**config.mk**
```make
export PLATFORM = sky130hd
export DESIGN_NAME = drml_front
export DESIGN_NICKNAME = d
export VERILOG_FILES = /design/src/hdl/depth_roi_median_locator_macros.svh /design/src/hdl/drml_pkg.sv /design/src/hdl/drml_front.sv
export SDC_FILE = /design/constraint.sdc
export NUM_CORES = 1
export LEC_CHECK = 0
export ABC_AREA = 1
export BUFFER_PORTS_ARGS = -buffer_cell sky130_fd_sc_hd__clkbuf_2
export CAP_MARGIN = 20
export CELL_PAD_IN_SITES_DETAIL_PLACEMENT = 2
export CELL_PAD_IN_SITES_GLOBAL_PLACEMENT = 2
export CORE_ASPECT_RATIO = 0.5
export CORE_UTILIZATION = 37
export DETAILED_ROUTE_END_ITERATION = 10
export PLACE_DENSITY_LB_ADDON = 0.1
export SYNTH_ARGS = -nofsm -noshare
export SYNTH_HDL_FRONTEND = slang
export SYNTH_SLANG_ARGS = --single-unit
```
**constraint.sdc**
```tcl
create_clock -name clk -period 2.2 [get_ports clk]
set_input_delay 0.44 -clock clk [delete_from_list [all_inputs] [get_ports clk]]
set_output_delay 0.44 -clock clk [all_outputs]
set_load 0.01 [all_outputs]
```
**src/hdl/depth_roi_median_locator_macros.svh**
```systemverilog
// Assertion macros used by the depth ROI median locator back end.
`ifndef DEPTH_ROI_MEDIAN_LOCATOR_MACROS_SVH
`define DEPTH_ROI_MEDIAN_LOCATOR_MACROS_SVH
`ifndef NO_ASSERTIONS
`define DRML_ASSERT(lbl, prop, msg) \
    lbl: assert property (@(posedge clk) disable iff (!rst_n) (prop)) else $error(msg);
`define DRML_ASSERT_NEXT(lbl, ante, cons, msg) \
    lbl: assert property (@(posedge clk) disable iff (!rst_n) (ante) |=> (cons)) else $error(msg);
`else
`define DRML_ASSERT(lbl, prop, msg)
`define DRML_ASSERT_NEXT(lbl, ante, cons, msg)
`endif
`endif

```
**src/hdl/drml_pkg.sv**
```systemverilog
// Shared types and constants of the depth ROI median locator.
`default_nettype none
package drml_pkg;
    localparam int DEPTH_W    = 16;
    localparam int COL_IN_W   = 10;
    localparam int CFG_DATA_W = 16;
    localparam int CFG_IDX_W  = 3;
    localparam int QUEUE_DEPTH = 4;
    localparam int QPTR_W     = 2;

    localparam logic [CFG_IDX_W-1:0] REG_PRINCIPAL_X = 3'd0;
    localparam logic [CFG_IDX_W-1:0] REG_FOCAL_X     = 3'd1;
    localparam logic [CFG_IDX_W-1:0] REG_MIN_DEPTH   = 3'd2;
    localparam logic [CFG_IDX_W-1:0] REG_MAX_DEPTH   = 3'd3;
    localparam logic [CFG_IDX_W-1:0] REG_BAND        = 3'd4;

    localparam logic [13:0] PRINCIPAL_X_RESET = 14'd5120;
    localparam logic [13:0] FOCAL_X_RESET     = 14'd8400;
    localparam logic [15:0] MIN_DEPTH_RESET   = 16'd10;
    localparam logic [15:0] MAX_DEPTH_RESET   = 16'd6000;
    localparam logic [9:0]  BAND_RESET        = 10'd120;

    typedef struct packed {
        logic                keep;
        logic                last;
        logic [COL_IN_W-1:0] col;
        logic [DEPTH_W-1:0]  depth;
    } pix_t;

    typedef enum logic [3:0] {
        B_FILL,
        B_START,
        B_MED,
        B_BAND,
        B_ZS,
        B_MUL,
        B_DIVS,
        B_DIVW,
        B_OUT
    } back_state_t;
endpackage
`default_nettype wire

```
**src/hdl/drml_front.sv**
```systemverilog
// Front end: depth gating and the pixel queue toward the back end.
`default_nettype none
module drml_front (
    input  wire logic                          clk,
    input  wire logic                          rst_n,
    input  wire logic                          in_valid,
    output logic                               in_stall,
    input  wire logic [drml_pkg::COL_IN_W-1:0] pixel_column,
    input  wire logic [drml_pkg::DEPTH_W-1:0]  depth_raw_mm,
    input  wire logic                          last_pixel,
    input  wire logic [drml_pkg::DEPTH_W-1:0]  min_depth,
    input  wire logic [drml_pkg::DEPTH_W-1:0]  max_depth,
    output drml_pkg::pix_t                     q_data,
    output logic                               q_valid,
    input  wire logic                          q_pop
);
    import drml_pkg::*;

    pix_t              mem_reg [QUEUE_DEPTH];
    logic [QPTR_W-1:0] wptr_reg, wptr_next;
    logic [QPTR_W-1:0] rptr_reg, rptr_next;
    logic [QPTR_W:0]   cnt_reg, cnt_next;
    logic              push;
    logic              keep;
    pix_t              entry;

    assign keep     = (depth_raw_mm >= min_depth) && (depth_raw_mm <= max_depth);
    assign in_stall = (cnt_reg == (QPTR_W + 1)'(QUEUE_DEPTH));
    assign push     = in_valid && !in_stall && (keep || last_pixel);
    assign q_valid  = (cnt_reg != '0);
    assign q_data   = mem_reg[rptr_reg];

    always_comb
    begin
        entry.keep  = keep;
        entry.last  = last_pixel;
        entry.col   = pixel_column;
        entry.depth = depth_raw_mm;
        wptr_next = push ? wptr_reg + 1'b1 : wptr_reg;
        rptr_next = q_pop ? rptr_reg + 1'b1 : rptr_reg;
        cnt_next  = cnt_reg;
        if (push && !q_pop)
        begin
            cnt_next = cnt_reg + 1'b1;
        end
        else if (!push && q_pop)
        begin
            cnt_next = cnt_reg - 1'b1;
        end
    end

    always_ff @(posedge clk or negedge rst_n)
    begin
        if (!rst_n)
        begin
            wptr_reg <= '0;
            rptr_reg <= '0;
            cnt_reg  <= '0;
        end
        else
        begin
            wptr_reg <= wptr_next;
            rptr_reg <= rptr_next;
            cnt_reg  <= cnt_next;
        end
    end

    always_ff @(posedge clk)
    begin
        if (push)
        begin
            mem_reg[wptr_reg] <= entry;
        end
    end
endmodule
`default_nettype wire

```
# Word-level counts from Yosys, hierarchy flattened
# Memory sizes are Yosys's and may differ from the RTL's.
# Cells that the tools add are included.
[classes] n_addsub=4 multipliers=0 n_div=0 magnitude_cmp=2 eq_ne=1 shifts=0 n_mux=4 bitwise=0 n_reduce_logical=11
[ops] operator="$ge 16x16->1" n=1
[ops] operator="$le 16x16->1" n=1
[ops] operator="$mux 3" n=2
[ops] operator="$logic_and 1x1->1" n=5
[ops] operator="$add 2x1->2 const B" n=2
[ops] operator="$add 3x1->3 const B" n=1
[ops] operator="$eq 3x3->1 const B" n=1
[ops] operator="$logic_not 1->1" n=3
[ops] operator="$reduce_bool 3->1" n=1
[ops] operator="$sub 3x1->3 const B" n=1
[ops] operator="$mux 1" n=2
[ops] operator="$reduce_bool 2->1" n=1
[ops] operator="$logic_or 1x1->1" n=1
[word_totals] ff_bits=7 latch_bits=0 ram_bits=112 romBits=0 in_bits=63 out_inout_bits=30 elab_cells=26 mem_count=1
[memory_table] memory="mem_reg" depth=4 width=28 read_ports=1 rd_ports_with_merged_regs=0 wr=1 line="drml_front.sv:19" text="pix_t mem_reg [QUEUE_DEPTH];"

# Depth between registers and ports, before layout
[logic_depth] ltp_word=8 depth_mapped=22 ltp_nobuf=22

# Least setup slack after synthesis
# Ideal clock, no wire load.
[synth_timing] path_kind="input port to flip-flop" start="in max_depth[5] (netlist name)" end="mem mem_reg[0][0] (netlist name) (enable)" setup_ns=0.391 t_arrival_ns=2.167 required_ns=1.809 path_slack_ns=-0.357 path_stages=13 path_buffers=0 cell_sequence="inv_1 > ha_1 > a21oi_1 > nor2_1 > nor2_1 > nand2_1 > nand2_1 > nand2_1 > nand2_1 > nand2_2 > nand2_4 > nand2_8 > nor2_2"
[synth_via] elab_chain_cells=6
[synth_rtl] element="start, declared" line="drml_front.sv:12" text="input wire logic [drml_pkg::DEPTH_W-1:0] max_depth,"
[synth_rtl] element="$le 16x16->1" line="drml_front.sv:27" text="assign keep = (depth_raw_mm >= min_depth) && (depth_raw_mm <= max_depth);"
[synth_rtl] element="$logic_and 1x1->1" line="drml_front.sv:27"
[synth_rtl] element="$logic_or 1x1->1" line="drml_front.sv:29" text="assign push = in_valid && !in_stall && (keep || last_pixel);"
[synth_rtl] element="$logic_and 1x1->1" line="drml_front.sv:29"
[synth_rtl] element="$mux 1" line="drml_front.sv:70" text="if (push)"
[synth_rtl] element="$mux 1 (implied by the code)" line="drml_front.sv:72" text="mem_reg[wptr_reg] <= entry;"
[synth_rtl] element="end, declared" line="drml_front.sv:19"
# No other way between the ends.

# Worst setup path in the final report
[layout_timing] start="in depth_raw_mm[5] (netlist name)" end="reg cnt_reg[2]"
[layout_via] elab_chain_cells=7 elab_cells_between_ends=10 classes_between="order compare (2); mux (1); reduce/logical (7)"
[layout_rtl] element="start, declared" line="drml_front.sv:9" text="input wire logic [drml_pkg::DEPTH_W-1:0] depth_raw_mm,"
[layout_rtl] element="$ge 16x16->1 / $le 16x16->1 (equally long branches)" line="drml_front.sv:27"
[layout_rtl] element="$logic_and 1x1->1 *" line="drml_front.sv:27"
[layout_rtl] element="$logic_or 1x1->1 *" line="drml_front.sv:29"
[layout_rtl] element="$logic_and 1x1->1 *" line="drml_front.sv:29"
[layout_rtl] element="named net push" line="drml_front.sv:23" text="logic push;"
[layout_rtl] element="$logic_not 1->1" line="drml_front.sv:46" text="else if (!push && q_pop)"
[layout_rtl] element="$logic_and 1x1->1" line="drml_front.sv:46"
[layout_rtl] element="$reduce_bool 2->1 (no line)"
[layout_rtl] element="end signal, assigned" line="drml_front.sv:64" text="cnt_reg <= cnt_next;"
[layout_rtl] element="end, declared" line="drml_front.sv:22" text="logic [QPTR_W:0] cnt_reg, cnt_next;"
# Mark *: on every way through the listed nets, which the timed path passes. The rest lies on a longest branch.
# A chain may end at the register's enable or synchronous reset.

==> flow_summary.ini <==
[logic_synthesis]
yosys-mux-area-fraction = 0.00206
syn_area_sq_mm = 0.00546
mappedNetlistNets = 562
synth_enable_flop_cells = 112
synth_sequential_area_ratio = 0.648
synth_cell_type_count = 30
synth.avg_cell_area_sq_um = 11.8
synth-compound-area-share = 0.102
ys_dominant_reg_cell = sky130_fd_sc_hd__edfxtp_1
synth_fa_ha_area_frac = 0.0885
yosys_register_bits = 119
synthCells = 461
synth_warn = 0
combinational_family_with_the_most_area_after_synthesis = compound AO/OA/AOI/OAI gates
synthArstFlopShare = 0.0588
post_synth_and_or_nand_nor_area_fraction = 0.0995
synth-xor-area-share = 0.00642

[global_routing]
grt_pass1_wl_microns = 28200
number_of_global_route_vias_before_repair = 4754
grt_util_all_layers = 0.259
grt_antenna_before_repair = 0
grt_max_degree = 35
globalRouteOverflowTotal = 0

[placed_design]
place_inst = 768
place.detailed.hpwl_microns = 11900
placement.setup.worst_slack_ns = -0.730
placement.io_buffers = 92
place_congestion = 0.729

[critical_path]
cp-end-kind = register
timing.critical_path.from_type = input pin
worstReg2RegEnd = cnt_reg[2]
critical_path_arrival_ns = 2.64
setup_slack_of_the_worst_register_to_register_path_ns = 0.03
path_max_fanout = 3
cp.required_ns = 2.50
critical_path.reg2reg.startpoint = cnt_reg[1]
worstSetupPathType = input pin to register
reg2reg_depth = 11

[clock_network]
path_clk_slew_ns = 0.06
numClockSinks = 119
cts_tree = done
numCtsBuffers = 17
max-clock-path-buffers = 2
htree_levels = 4
clk-insertion-delay-late_ns = 0.42
cts-root-buf = sky130_fd_sc_hd__clkbuf_16

[routing]
routed_via_density = 5.16
drt_iter0_markers = 247
totalWireLength_microns = 19000
routed_wl_per_cell_microns = 23.5
met2WireLength_microns = 9570
remaining_drc_errors = 0
antenna_violating_nets_post_route = 0
topRoutingLayerUsed = met4
via_count = 4174
detailroute.wirelength.met3_microns = 848
wl_met1_microns = 8240
drtPass1Iterations = 5

[floorplan]
die_w_microns = 174
start_util = 0.391
floorplan.die_area_sq_mm = 0.0153
floorplan.rows = 30
floorplan.io_pins = 93
core_area_sq_mm = 0.0140
die_height_microns = 87.9

[final_layout]
layout-drive-gt1-share = 0.399
layout.area.seq_sq_mm = 0.00354
final_nets = 705
largest_reg_flops = 112
area_used_by_multi_input_combinational_logic_sq_mm = 0.00195
flow.area_growth_from_synthesis_pct = 40.9
final.fill_count = 1380
post-route-util = 0.550
antenna_cells = 0
layoutNonFillerInstCount = 809

[pwr]
p_clk_frac = 0.310
power-per-cell-area_mw_per_mm2 = 1240
finalPower_mw = 9.55
power.leakage_nw = 3.08
p_int_mw = 6.09
fraction_of_power_consumed_by_sequential_logic = 0.319
ir_worst_vdd_mv = 0.613
p_sw_frac = 0.362
switchingPower_mw = 3.46
combPwrFrac = 0.371

[min_path]
holdCritStartpoint = pixel_column[5]
timing.hold.worst_path_depth = 1
whs_endpoint = mem_reg[1][21]
hold_path.class = input pin to register

[outcome]
status = finished with violations
failed_checks = negative setup slack

[timing]
max_slew_margin = 0.793
setup_violations = 2
timing_hold_violations_final = 0
fmaxAchievable_ghz = 0.429
tightestPinTransition_ns = 0.307
fin_worst_skew_ns = 0.0119
maxSlewViolCount = 0
final_min_period_over_clock_period = 1.06
rsz0062_at_grt = yes
final_critical_path_setup_slack_ns = -0.133
period_minus_slack_ns = 2.33

[job]
cap_viol_max_count = 0
## layout by cell type, fill, tap and decap left out, drive strengths merged, types with 2 or more instances in the layout
master,n
a21oi,13
nor3,3
o21ai,59
nand4,2
clkbuf,110
inv,54
clkinvlp,5
clkinv,6
nand3,5
nor2,70
nand2,43
o22ai,28
ha,37
buf,49
edfxtp,112
dfrtp,7
xor2,3
bufinv,4
## cells in the mapped netlist, types with 7 or more instances
library cell,number,area share
sky130_fd_sc_hd__edfxtp_1,112,0.62
sky130_fd_sc_hd__nor2_1,64,0.044
sky130_fd_sc_hd__inv_1,49,0.034
sky130_fd_sc_hd__o21ai_0,44,0.040
sky130_fd_sc_hd__ha_1,37,0.085
sky130_fd_sc_hd__nand2_1,34,0.023
sky130_fd_sc_hd__o22ai_1,28,0.032
sky130_fd_sc_hd__o21ai_1,15,0.014
sky130_fd_sc_hd__a21oi_1,13,0.012
sky130_fd_sc_hd__buf_2,11,0.010
sky130_fd_sc_hd__clkbuf_1,7,0.0048
sky130_fd_sc_hd__dfrtp_1,7,0.032
sky130_fd_sc_hd__nand2_2,7,0.0080
## power by group through the flow
stage / clock network (mW) / registers [mW] / logic [mW]
detailed placement: 0 / 3.07 / 3.05
floorplan: 0 / 2.98 / 1.72
global placement: 0 / 3.03 / 2.88
global route: 3.08 / 3.07 / 3.80
CTS: 2.98 / 3.02 / 3.38
finish: 2.96 / 3.04 / 3.54
## metal layers
layer | GRT usage | vias to the layer above
met1 | 0.315 | 2095
met5 | 0 | -
met2 | 0.463 | 131
li1 | - | 1913
met3 | 0.0573 | 35
met4 | 0.0885 | 0
## layout make-up
class	count	share of cell area
inverter	55	0.0317
sequential	119	0.461
clock buffer	18	0.0558
tap	192	0.0313
clock inverter	14	0.0238
multi-input combinational	269	0.254
timing repair buffer	142	0.143
## worst max path at each step
stage               slack, ns  depth (start not counted)          to              from
finish                  -0.13                         19  cnt_reg[2]   depth_raw_mm[5]
global route            -0.26                         17  cnt_reg[2]  depth_raw_mm[10]
CTS                     -0.13                         19  cnt_reg[2]   depth_raw_mm[5]
detailed placement      -0.73                         19  cnt_reg[1]   depth_raw_mm[0]
global placement        -0.60                         19  cnt_reg[1]   depth_raw_mm[0]
floorplan               -0.27                         15  cnt_reg[1]     max_depth[10]
## critical path, stage by stage
cell                       delay, ns
sky130_fd_sc_hd__clkbuf_2       0.13
sky130_fd_sc_hd__ha_4           0.23
sky130_fd_sc_hd__a21oi_2        0.13
sky130_fd_sc_hd__nor2_2         0.06
sky130_fd_sc_hd__nor2_1         0.10
sky130_fd_sc_hd__nand2_1        0.07
sky130_fd_sc_hd__nand2_1        0.08
sky130_fd_sc_hd__nand2_2        0.06
sky130_fd_sc_hd__nand2_2        0.08
sky130_fd_sc_hd__nand2_4        0.08
sky130_fd_sc_hd__nand2_4        0.10
sky130_fd_sc_hd__nand2_8        0.06
sky130_fd_sc_hd__inv_4          0.06
sky130_fd_sc_hd__ha_4           0.14
sky130_fd_sc_hd__inv_4          0.04
sky130_fd_sc_hd__fa_2           0.37
sky130_fd_sc_hd__a21oi_2        0.17
sky130_fd_sc_hd__o21ai_2        0.08
sky130_fd_sc_hd__xor2_1         0.15
## stage by stage
step | cell area, sq um | hold WS [ns] | setup TNS, ns
floorplan | 5670 | 0.144 | -8.28
global placement | 6680 | 0.299 | -46.53
detailed placement | 6680 | 0.313 | -57.36
CTS | 7600 | 0.234 | -0.214
global route | 7690 | 0.238 | -0.539
finish | 7690 | 0.247 | -0.247
## what timing repair did
| item | 4_1_cts | 5_1_grt |
|---|---|---|
| endpoints found under the hold margin | 7 | 0 |
| cloned | 0 | 1 |
| gates resized for setup | 53 | 17 |
| buffers inserted | 6 | 1 |
| pin swaps | 21 | 7 |
| endpoints found under the setup margin | 141 | 22 |
| hold buffers | 1 | 0 |
## logic make-up after synthesis
| group | count (synthesis) |
|---|---|
| compound gates | 103 |
| xor+xnor | 4 |
| fa+ha+maj | 38 |
| buf+inv | 73 |
| flops | 119 |
| mux | 1 |
| simple gates | 123 |
No activity file was read; power rests on OpenSTA's default activity.
